--- config.mk ---
export PLATFORM = sky130hd
export DESIGN_NAME = hsv_to_rgb_converter_core
export DESIGN_NICKNAME = d
export VERILOG_FILES = /design/src/rtl/core/hsv2rgb_pkg.sv /design/src/rtl/core/hsv_to_rgb_converter_core.sv
export SDC_FILE = /design/constraint.sdc
export NUM_CORES = 2
export LEC_CHECK = 0
export BUFFER_PORTS_ARGS = -buffer_cell sky130_fd_sc_hd__clkbuf_2
export CAP_MARGIN = 30
export CORE_ASPECT_RATIO = 0.6
export CORE_MARGIN = 1
export CORE_UTILIZATION = 27
export DETAILED_ROUTE_END_ITERATION = 8
export GPL_TIMING_DRIVEN = 0
export SLEW_MARGIN = 10
export SYNTH_ARGS = -nofsm -noshare
export SYNTH_HDL_FRONTEND = slang
export SYNTH_SLANG_ARGS = --single-unit
--- constraint.sdc ---
create_clock -name clk -period 8.2 [get_ports clk]
set_clock_uncertainty 0.1 [all_clocks]
set_input_delay 0.82 -clock clk [delete_from_list [all_inputs] [get_ports clk]]
set_output_delay 0.82 -clock clk [all_outputs]
set_load 0.02 [all_outputs]
--- src/rtl/core/hsv2rgb_pkg.sv ---
// Shared types for the HSV to RGB pixel converter.
// Holds the hue sector code; no dependencies.
package hsv2rgb_pkg;

  // Hue sector, 60 degrees each, named by the hues at its two ends
  typedef enum logic [2:0] {
    SECT_RED_YEL = 3'd0,
    SECT_YEL_GRN = 3'd1,
    SECT_GRN_CYN = 3'd2,
    SECT_CYN_BLU = 3'd3,
    SECT_BLU_MAG = 3'd4,
    SECT_MAG_RED = 3'd5
  } sector_t;

endpackage

--- src/rtl/core/hsv_to_rgb_converter_core.sv ---
// HSV to RGB pixel converter, eight-stage pipeline with valid/stall channels.
// Depends on hsv2rgb_pkg for the hue sector type.
//
// Usage:
//   Input channel in_*: one HSV pixel per word. in_hue is in units of
//   1/2^HUE_FRAC_BITS degree; a hue at or above 360 degrees is clamped to the
//   last legal step. in_saturation and in_brightness are unsigned fixed point,
//   all ones meaning 1.0. A word moves when valid is high and stall is low.
//   Output channel out_*: one RGB pixel per accepted word, in order, truncated.
//   Saturation at or below about 0.0001 of full scale gives grey (all = value).
//   Pipeline steps, in order: sector split, fraction divide, then two rounds
//   of multiply and divide by full scale, each split over a multiply and a
//   divide stage.
//   Throughput: one pixel per cycle, limited by nothing but out_stall.
//   Each stage loads whenever it is empty or the stage after it moves, so
//   bubbles close up; in_stall rises only when all eight stages hold a word
//   and out_stall is high. A stalled output word holds its value.
//   Reset (rst_n low, synchronous) empties the pipeline; no word is in flight.
module hsv_to_rgb_converter_core
  import hsv2rgb_pkg::*;
#(
  parameter int unsigned CHANNEL_BITS  = 16,
  parameter int unsigned HUE_FRAC_BITS = 8
) (
  input  logic                          clk,
  input  logic                          rst_n,
  input  logic                          in_valid,
  output logic                          in_stall,
  input  logic [HUE_FRAC_BITS+8:0]      in_hue,
  input  logic [CHANNEL_BITS-1:0]       in_saturation,
  input  logic [CHANNEL_BITS-1:0]       in_brightness,
  output logic                          out_valid,
  input  logic                          out_stall,
  output logic [CHANNEL_BITS-1:0]       out_red,
  output logic [CHANNEL_BITS-1:0]       out_green,
  output logic [CHANNEL_BITS-1:0]       out_blue
);

  localparam int unsigned CB         = CHANNEL_BITS;
  localparam int unsigned HF         = HUE_FRAC_BITS;
  localparam int unsigned HUE_W      = HF + 9;
  localparam int unsigned REM_W      = HF + 6;
  localparam int unsigned Y_W        = CB + 4;
  localparam int unsigned NSTG       = 8;
  localparam int unsigned RECIP_DIV  = 15;

  localparam logic [CB-1:0]    MAXV     = {CB{1'b1}};
  localparam logic [CB-1:0]    GREY_LIM = CB'(((64'd1 << CB) - 64'd1) / 64'd10000);
  localparam logic [HUE_W-1:0] SPAN     = HUE_W'(64'd60 << HF);
  localparam logic [HUE_W-1:0] HUE_LIM  = HUE_W'(64'd360 << HF);
  localparam logic [CB:0]      RECIP    = (CB+1)'((64'd1 << Y_W) / 64'd15);

  // floor(x / MAXV) for any product of two channel values
  function automatic logic [CB-1:0] div_maxv(input logic [2*CB-1:0] x);
    logic [2*CB:0] acc;
    acc = {1'b0, x} + {(CB+1)'(0), x[2*CB-1:CB]} + (2*CB+1)'(1);
    return acc[2*CB-1:CB];
  endfunction

  // ---------------------------------------------------------------- control
  logic [NSTG-1:0] vld_r;
  logic [NSTG-1:0] vld_nxt;
  logic [NSTG:0]   en;

  always_comb begin
    en[NSTG] = !out_stall;
    for (int k = NSTG - 1; k >= 0; k--) begin
      en[k] = !vld_r[k] || en[k+1];
    end
  end

  assign vld_nxt   = {vld_r[NSTG-2:0], in_valid};
  assign in_stall  = !en[0];
  assign out_valid = vld_r[NSTG-1];

  always_ff @(posedge clk) begin
    if (!rst_n) begin
      vld_r <= '0;
    end else begin
      for (int k = 0; k < NSTG; k++) begin
        if (en[k]) begin
          vld_r[k] <= vld_nxt[k];
        end
      end
    end
  end

  // ---------------------------------------------------------------- datapath
  // stage 1: clamp hue, find sector and remainder
  logic [HUE_W-1:0] s1_hue_c;
  logic [8:0]       s1_deg;
  logic [HUE_W-1:0] s1_base;
  sector_t          s1_sec_nxt;
  logic [REM_W-1:0] s1_rem_nxt;
  sector_t          s1_sec_r;
  logic [REM_W-1:0] s1_rem_r;
  logic [CB-1:0]    s1_sat_r, s1_val_r;
  logic             s1_grey_r;

  always_comb begin
    s1_hue_c = (in_hue >= HUE_LIM) ? HUE_LIM - HUE_W'(1) : in_hue;
    s1_deg   = s1_hue_c[HUE_W-1:HF];
    if (s1_deg < 9'd60) begin
      s1_sec_nxt = SECT_RED_YEL;
    end else if (s1_deg < 9'd120) begin
      s1_sec_nxt = SECT_YEL_GRN;
    end else if (s1_deg < 9'd180) begin
      s1_sec_nxt = SECT_GRN_CYN;
    end else if (s1_deg < 9'd240) begin
      s1_sec_nxt = SECT_CYN_BLU;
    end else if (s1_deg < 9'd300) begin
      s1_sec_nxt = SECT_BLU_MAG;
    end else begin
      s1_sec_nxt = SECT_MAG_RED;
    end
    case (s1_sec_nxt)
      SECT_RED_YEL: s1_base = '0;
      SECT_YEL_GRN: s1_base = HUE_W'(64'd60 << HF);
      SECT_GRN_CYN: s1_base = HUE_W'(64'd120 << HF);
      SECT_CYN_BLU: s1_base = HUE_W'(64'd180 << HF);
      SECT_BLU_MAG: s1_base = HUE_W'(64'd240 << HF);
      default:      s1_base = HUE_W'(64'd300 << HF);
    endcase
    s1_rem_nxt = REM_W'(s1_hue_c - s1_base);
  end

  // stage 2: rem * MAXV / 2^(HF+2), and v * (1 - s)
  logic [REM_W+CB-1:0] s2_wide;
  logic [Y_W-1:0]      s2_y_nxt;
  logic [CB-1:0]       s2_sinv;
  logic [2*CB-1:0]     s2_pprod_nxt;
  sector_t             s2_sec_r;
  logic [Y_W-1:0]      s2_y_r;
  logic [2*CB-1:0]     s2_pprod_r;
  logic [CB-1:0]       s2_sat_r, s2_val_r;
  logic                s2_grey_r;

  assign s2_wide      = {s1_rem_r, {CB{1'b0}}} - {{CB{1'b0}}, s1_rem_r};
  assign s2_y_nxt     = s2_wide[REM_W+CB-1:HF+2];
  assign s2_sinv      = MAXV - s1_sat_r;
  assign s2_pprod_nxt = s1_val_r * s2_sinv;

  // stage 3: reciprocal estimate of y / 15, and p
  logic [2*CB+4:0] s3_yrec;
  logic [CB-1:0]   s3_qe_nxt;
  logic [CB-1:0]   s3_p_nxt;
  sector_t         s3_sec_r;
  logic [Y_W-1:0]  s3_y_r;
  logic [CB-1:0]   s3_qe_r, s3_p_r;
  logic [CB-1:0]   s3_sat_r, s3_val_r;
  logic            s3_grey_r;

  assign s3_yrec   = s2_y_r * RECIP;
  assign s3_qe_nxt = s3_yrec[2*CB+3:Y_W];
  assign s3_p_nxt  = div_maxv(s2_pprod_r);

  // stage 4: correct the estimate, which is low by at most one
  logic [Y_W-1:0] s4_rmd;
  logic [CB-1:0]  s4_f_nxt;
  sector_t        s4_sec_r;
  logic [CB-1:0]  s4_f_r, s4_p_r;
  logic [CB-1:0]  s4_sat_r, s4_val_r;
  logic           s4_grey_r;

  assign s4_rmd   = s3_y_r - {s3_qe_r, 4'b0} + {4'b0, s3_qe_r};
  assign s4_f_nxt = s3_qe_r + CB'(s4_rmd >= Y_W'(RECIP_DIV));

  // stage 5: s * f and s * (1 - f)
  logic [CB-1:0]   s5_finv;
  logic [2*CB-1:0] s5_sf_nxt, s5_sfi_nxt;
  sector_t         s5_sec_r;
  logic [2*CB-1:0] s5_sf_r, s5_sfi_r;
  logic [CB-1:0]   s5_p_r, s5_val_r;
  logic            s5_grey_r;

  assign s5_finv    = MAXV - s4_f_r;
  assign s5_sf_nxt  = s4_sat_r * s4_f_r;
  assign s5_sfi_nxt = s4_sat_r * s5_finv;

  // stage 6: 1 - s*f and 1 - s*(1-f)
  logic [CB-1:0] s6_a_nxt, s6_b_nxt;
  sector_t       s6_sec_r;
  logic [CB-1:0] s6_a_r, s6_b_r, s6_p_r, s6_val_r;
  logic          s6_grey_r;

  assign s6_a_nxt = MAXV - div_maxv(s5_sf_r);
  assign s6_b_nxt = MAXV - div_maxv(s5_sfi_r);

  // stage 7: v times each
  logic [2*CB-1:0] s7_qprod_nxt, s7_tprod_nxt;
  sector_t         s7_sec_r;
  logic [2*CB-1:0] s7_qprod_r, s7_tprod_r;
  logic [CB-1:0]   s7_p_r, s7_val_r;
  logic            s7_grey_r;

  assign s7_qprod_nxt = s6_val_r * s6_a_r;
  assign s7_tprod_nxt = s6_val_r * s6_b_r;

  // stage 8: q and t, pick channels by sector
  logic [CB-1:0] s8_q, s8_t;
  logic [CB-1:0] out_red_nxt, out_green_nxt, out_blue_nxt;
  logic [CB-1:0] out_red_r, out_green_r, out_blue_r;

  always_comb begin
    s8_q = div_maxv(s7_qprod_r);
    s8_t = div_maxv(s7_tprod_r);
    case (s7_sec_r)
      SECT_RED_YEL: begin
        out_red_nxt = s7_val_r; out_green_nxt = s8_t;     out_blue_nxt = s7_p_r;
      end
      SECT_YEL_GRN: begin
        out_red_nxt = s8_q;     out_green_nxt = s7_val_r; out_blue_nxt = s7_p_r;
      end
      SECT_GRN_CYN: begin
        out_red_nxt = s7_p_r;   out_green_nxt = s7_val_r; out_blue_nxt = s8_t;
      end
      SECT_CYN_BLU: begin
        out_red_nxt = s7_p_r;   out_green_nxt = s8_q;     out_blue_nxt = s7_val_r;
      end
      SECT_BLU_MAG: begin
        out_red_nxt = s8_t;     out_green_nxt = s7_p_r;   out_blue_nxt = s7_val_r;
      end
      default: begin
        out_red_nxt = s7_val_r; out_green_nxt = s7_p_r;   out_blue_nxt = s8_q;
      end
    endcase
    if (s7_grey_r) begin
      out_red_nxt   = s7_val_r;
      out_green_nxt = s7_val_r;
      out_blue_nxt  = s7_val_r;
    end
  end

  // advance each stage when it is empty or the next one moves
  always_ff @(posedge clk) begin
    if (en[0]) begin
      s1_sec_r  <= s1_sec_nxt;
      s1_rem_r  <= s1_rem_nxt;
      s1_sat_r  <= in_saturation;
      s1_val_r  <= in_brightness;
      s1_grey_r <= (in_saturation <= GREY_LIM);
    end
    if (en[1]) begin
      s2_sec_r   <= s1_sec_r;
      s2_y_r     <= s2_y_nxt;
      s2_pprod_r <= s2_pprod_nxt;
      s2_sat_r   <= s1_sat_r;
      s2_val_r   <= s1_val_r;
      s2_grey_r  <= s1_grey_r;
    end
    if (en[2]) begin
      s3_sec_r  <= s2_sec_r;
      s3_y_r    <= s2_y_r;
      s3_qe_r   <= s3_qe_nxt;
      s3_p_r    <= s3_p_nxt;
      s3_sat_r  <= s2_sat_r;
      s3_val_r  <= s2_val_r;
      s3_grey_r <= s2_grey_r;
    end
    if (en[3]) begin
      s4_sec_r  <= s3_sec_r;
      s4_f_r    <= s4_f_nxt;
      s4_p_r    <= s3_p_r;
      s4_sat_r  <= s3_sat_r;
      s4_val_r  <= s3_val_r;
      s4_grey_r <= s3_grey_r;
    end
    if (en[4]) begin
      s5_sec_r  <= s4_sec_r;
      s5_sf_r   <= s5_sf_nxt;
      s5_sfi_r  <= s5_sfi_nxt;
      s5_p_r    <= s4_p_r;
      s5_val_r  <= s4_val_r;
      s5_grey_r <= s4_grey_r;
    end
    if (en[5]) begin
      s6_sec_r  <= s5_sec_r;
      s6_a_r    <= s6_a_nxt;
      s6_b_r    <= s6_b_nxt;
      s6_p_r    <= s5_p_r;
      s6_val_r  <= s5_val_r;
      s6_grey_r <= s5_grey_r;
    end
    if (en[6]) begin
      s7_sec_r   <= s6_sec_r;
      s7_qprod_r <= s7_qprod_nxt;
      s7_tprod_r <= s7_tprod_nxt;
      s7_p_r     <= s6_p_r;
      s7_val_r   <= s6_val_r;
      s7_grey_r  <= s6_grey_r;
    end
    if (en[7]) begin
      out_red_r   <= out_red_nxt;
      out_green_r <= out_green_nxt;
      out_blue_r  <= out_blue_nxt;
    end
  end

  assign out_red   = out_red_r;
  assign out_green = out_green_r;
  assign out_blue  = out_blue_r;

  // ---------------------------------------------------------------- checks
  a_accept_enters_stage1: assert property (@(posedge clk) disable iff (!rst_n)
    in_valid && !in_stall |=> vld_r[0])
    else $error("accepted word did not enter the first stage");

  a_rem_below_span: assert property (@(posedge clk) disable iff (!rst_n)
    vld_r[0] |-> HUE_W'(s1_rem_r) < SPAN)
    else $error("hue remainder outside its sector");

  a_recip_error: assert property (@(posedge clk) disable iff (!rst_n)
    vld_r[2] |-> s4_rmd < Y_W'(2 * RECIP_DIV))
    else $error("fraction estimate off by more than one");

  a_frac_below_one: assert property (@(posedge clk) disable iff (!rst_n)
    vld_r[3] |-> s4_f_r != MAXV)
    else $error("hue fraction reached full scale");

endmodule

After elaboration in Yosys (flattened, before gate mapping)
Cells that the tools add are included.
W data, S select, Z words.
Storage, ports and cells
  flip-flop bits (word level): 618
  latch bits: 0
  memory bits (writable): 0
  bits in read-only memories: 0
  memories kept: 0
Operators by class
  add/subtract/negate cells: 19
  multipliers: 6
  divide/modulo/power cells: 0
  order comparisons: 8
  equal/unequal tests: 8
  shift-type cells: 0
  multiplexer cells: 13
  bitwise operators: 0
  reduce and logical (&&, ||, !) cells: 24
Operators by type and width (count)
  $add A32 B1 Y32 const B: 5
  $add A32 B16 Y32: 5
  $mul A16 B16 Y32: 5
  $pmux W16 S3: 3
  $pmux W14 S5: 1
  $sub A16 B16 Y16 const A: 4
  $mux W16: 3
  $mul A20 B17 Y36 const B: 1
  $sub A30 B14 Y30: 1
  $add A20 B16 Y20: 1
  $ge A20 B4 Y1 const B: 1
  $sub A20 B20 Y20: 1
  $lt A9 B8 Y1 const B: 2
  $ge A17 B17 Y1 const B: 1
  $mux W17: 1
  $add A16 B1 Y16: 1
  $le A16 B3 Y1 const B: 1
  $sub A14 B14 Y14: 1
  $eq A3 B2 Y1 const B: 4
  $mux W3: 4
  $logic_not A1 Y1: 10
  $lt A9 B6 Y1 const B: 1
  $lt A9 B7 Y1 const B: 1
  $lt A9 B9 Y1 const B: 1
  other kinds (6): 19

Depth between registers and ports, before layout
  depth after elaboration: 11
  gate-level depth with buffers: 25
  mapped depth without buffers: 23

Worst setup path after synthesis
OpenSTA, ideal clock, no wires.
  path type: register to register
  start point: register s4_sat_r[14]
  end point: register s5_sf_r[30] (data pin)
  arrival: 6213 ps
  data required time: 7838 ps
  slack: 1625 ps
  cell stages (with the launch flop): 24
  path buffers: 2
  path through: edfxtp_1 -> clkbuf_1 -> clkbuf_1 -> nand2_1 -> fa_1 -> fa_1 -> inv_1 -> fa_1 -> fa_1 -> fa_1 -> inv_1 -> fa_1 -> inv_1 -> ha_1 -> a21o_1 -> a21o_1 -> a21oi_1 -> nor3b_1 -> or3_1 -> a2111o_1 -> o311a_1 -> a211oi_1 -> o21bai_1 -> xor2_1
On the way
  cells in the longest elaborated chain, start to end: 1
Ends and longest elaborated chain
  from (decl): RTL line hsv_to_rgb_converter_core.sv:162  | logic [CB-1:0] s4_sat_r, s4_val_r;
  from (signal assigned): RTL line hsv_to_rgb_converter_core.sv:264  | s4_sat_r <= s3_sat_r;
  $mul A16 B16 Y32: RTL line hsv_to_rgb_converter_core.sv:177  | assign s5_sf_nxt = s4_sat_r * s4_f_r;
  named net s5_sf_nxt[30]: RTL line hsv_to_rgb_converter_core.sv:170  | logic [2*CB-1:0] s5_sf_nxt, s5_sfi_nxt;
  to (signal assigned): RTL line hsv_to_rgb_converter_core.sv:270  | s5_sf_r <= s5_sf_nxt;
  to (decl): RTL line hsv_to_rgb_converter_core.sv:172  | logic [2*CB-1:0] s5_sf_r, s5_sfi_r;
The timed path passes the listed nets, and every way through them passes these cells.
A chain may end at the register's enable or synchronous reset.

Final worst setup path
  start point: register s4_sat_r[8]
  end point: register s5_sf_r[30] (data pin)
The elaborated chain is that of the path after synthesis.

==> qor.yml <==
route:
  vias: 49191
  drc: 0
  vias_per_cell: 4.70
  avgRoutedWirePerCell_um: 20.3
  drt_iter0_drc: 4761
  routed_wl_um: 212000
  first_pass_iters: 6
  ant_nets: 0
critical_path:
  startpoint_type: "register"
  rrSetupSlack_ns: 0.23
  r2r_end: "s5_sf_r[30]"
  worstSetupEndpointType: "register"
  worstPathCellList: "clkbuf_2, clkbuf_1, nand2_1, fa_1, fa_1, fa_1, fa_1, inv_1, fa_1, inv_1, fa_1, inv_1, ha_1, inv_1, a311oi_1, o21ai_0, a31oi_1, a2111o_1, o311a_1, a211oi_1, o21bai_1, xor2_1"
  reg2regPathDepth: 22
  crit_required_ns: 8.59
  crit_path_top_delay_cell: "edfxtp_1"
  cp_max_fo: 10
  cp_num_buf_inv: 6
  worstPathArrival_ns: 8.37
  crit_path_max_incr_delay_ns: 0.79
  critPathKind: "register to register"
  path_common_cell: "fa_1"
  rr_startpoint: "s4_sat_r[8]"
  crit_family: "adder cells"
timing:
  tightest_slew_ns: 1.09
  slew_headroom: 0.273
  period_needed_ns: 7.97
  fin_crit_sh: 0.972
  max_freq_mhz: 125
  drv_slew: 0
  final.setup.tns_ns: 0
  fin_ws_ns: 0.226
  setup_viol: 0
  hold_viol: 0
  rsz0062_at_grt: "false"
placed_design:
  dpl.hpwl_um: 175000
  gp_congestion: 0.964
  io_buffer_count: 100
  dp_slack_ns: 0.00604
finish:
  syn_to_final_growth_pct: 10.8
  seq_area_mm2: 0.0185
  multi_input_area_mm2: 0.0462
  drive_above_1_share: 0.0436
  fillers: 26563
  nNetsFinal: 8781
status:
  outcome: "complete, no violations"
hold_path:
  holdPathStages: 1
  holdCritPathClass: "primary input to register"
  hold-path-endpoint: "s1_val_r[7]"
  hold_start: "in_brightness[7]"
yosys:
  async_flop_share: 0
  syn_area_mm2: 0.0706
  yosys_register_bits: 618
  avgSynthCellArea_um2: 10.4
  yosysTopAreaCell: "fa_1"
  synth_nets: 8582
  yosysUniqueCellTypes: 89
  netlist_top_cells_area: "fa_1, edfxtp_1, ha_1"
  synthCells: 6793
  synth.top_cell.area_share: 0.285
  ys.flop_type: "edfxtp_1"
  ys_warn_count: 0
  seq_area_frac_synth: 0.262
  synth_edf_count: 610
job:
  cap_violations: 0
floorplan:
  core.rowCount: 144
  pin_count: 103
  die_w_um: 662
  dieArea_mm2: 0.264
  initial_core_util: 0.273
  die_y_um: 398
  core_area_mm2: 0.258
clock_tree:
  post_cts_buffers: 0
  cts.path.max_buffers: 3
  clk_latency_ns: 0.70
  clockRootBuffer: "clkbuf_16"
  cts_sinks: 618
  h-tree-depth: 3
  path_clk_slew_ns: 0.06
  cts_tree: "built"
  cts_inserted_buffers: 66
grt:
  grt_pass1_vias: 51116
  antenna_found_initial: 18
  grt_pass1_wl_um: 323000
  grt_max_degree: 55
  grt_overflow: 0
  grt_util_all_layers: 0.163
==> registers in the layout, summed over array words and instances (netlist names), 20 cells and up <==
| signal | count |
|---|---|
| s2_pprod_r | 32 |
| s5_sf_r | 32 |
| s5_sfi_r | 32 |
| s7_qprod_r | 32 |
| s7_tprod_r | 32 |
| s2_y_r | 20 |
| s3_y_r | 20 |
==> placed cells by master, fill, tap and decap left out, types with 12 or more instances in the layout <==
cell type,synthesis,final
ha_1,730,730
o22ai_1,19,19
nand2_1,590,586
buf_8,0,12
a31oi_1,24,24
and2_1,364,364
nand4_1,30,30
nand2b_1,300,300
nor2b_1,265,265
o211ai_1,20,20
o21ai_0,105,105
nor3_1,62,62
fa_1,1006,1006
or2_2,14,14
a211oi_1,31,31
clkbuf_2,0,113
a21oi_1,187,187
o21bai_1,17,17
inv_1,1327,1323
clkbuf_16,0,66
and3_1,29,29
a21o_1,80,80
xnor2_1,175,175
o21a_1,47,47
xor2_1,86,86
nor2_1,176,176
clkbuf_1,239,235
edfxtp_1,610,610
nand3_1,59,59
a221oi_1,13,13
==> area by class of cell <==
| type | count | area share |
|---|---|---|
| diodes | 2 | 0.0000640 |
| well taps | 3431 | 0.0549 |
| clock buffers | 76 | 0.0216 |
| repair buffers | 132 | 0.0131 |
| plain buffers | 241 | 0.0118 |
| multi-input cells | 4604 | 0.591 |
| flip-flops and latches | 618 | 0.236 |
| inverters | 1329 | 0.0639 |
| clock inverters | 44 | 0.00712 |
==> kinds of logic (layout without fill, tap and decap cells) <==
logic type,count (synthesis),in the layout,synth area share
xor gates and xnor gates,261,261,0.0324
DFF,618,618,0.262
adders and majority gates,1736,1736,0.415
and+or+nand+nor,1937,1937,0.144
muxes,10,10,0.00149
buffers and inverters,1571,1822,0.0836
other,0,2,0
AOI/OAI and AO/OA,660,660,0.0624
==> cell usage after synthesis, types with 6 or more instances <==
cell type / number
o21a_1: 47
o211ai_1: 20
and3_1: 29
o22ai_1: 19
o221ai_1: 8
o21ai_0: 105
a31oi_1: 24
a22oi_1: 6
xnor2_1: 175
a21o_1: 80
nand3_1: 59
or3_1: 7
and2_1: 364
nor4_1: 10
xor2_1: 86
or2_2: 14
nor3_1: 62
nor2b_1: 265
clkbuf_1: 239
o31ai_1: 9
a21boi_0: 8
o21bai_1: 17
a21oi_1: 187
mux2i_1: 6
o2111ai_1: 7
fa_1: 1006
ha_1: 730
edfxtp_1: 610
nand2_1: 590
nand4_1: 30
and4_1: 7
inv_1: 1327
nor2_1: 176
a211o_1: 6
dfxtp_1: 8
o221a_2: 6
nand2b_1: 300
a211oi_1: 31
a221oi_1: 13
==> worst register-to-register path, delay by kind of cell (launching register included) <==
family / cells / cell delay [ns]
buffers and inverters: 6 / 1.33
AO/OA/AOI/OAI: 7 / 1.80
AND/OR/NAND/NOR: 1 / 0.16
adder cells (fa/ha/maj): 7 / 3.40
flip-flops: 1 / 0.79
XOR/XNOR: 1 / 0.24
==> stage by stage <==
step                      area [µm²]  utilization  std cells  hold slack [ns]
after floorplan                70600            -       6793            0.300
after global placement         75400        0.292      10324            0.301
after detailed placement       75800        0.293      10343            0.305
after CTS                      78000        0.302      10463            0.169
after global routing           78200        0.303      10476            0.171
final                          78200        0.303      10477            0.218
==> per-layer routing <==
layer | vias up | track usage | routed length (µm)
met5 | - | 0 | 93
met4 | 8 | 0.0248 | 2770
met3 | 198 | 0.0504 | 23800
met2 | 1963 | 0.216 | 79700
met1 | 25050 | 0.257 | 106000
li1 | 21972 | - | -
==> worst max-delay path by stage <==
| stage | start | endpoint | cells past startpoint |
|---|---|---|---|
| 2_1_floorplan | s4_sat_r[14] | s5_sf_r[30] | 23 |
| 3_3_place_gp | s4_sat_r[7] | s5_sf_r[30] | 23 |
| 3_5_place_dp | s4_sat_r[7] | s5_sf_r[30] | 23 |
| 4_1_cts | s6_val_r[2] | s7_qprod_r[25] | 21 |
| 5_1_grt | s6_val_r[9] | s7_qprod_r[25] | 22 |
| 6_report | s4_sat_r[8] | s5_sf_r[30] | 22 |
==> repair_timing <==
item,in CTS,in global routing
gates cloned,0,0
hold buffers,0,0
endpoints found under the setup margin,1,7
gates resized for setup,1,27
Power is not shown: default switching activity piles up to over one toggle a cycle in this logic, so the estimate is an artifact.
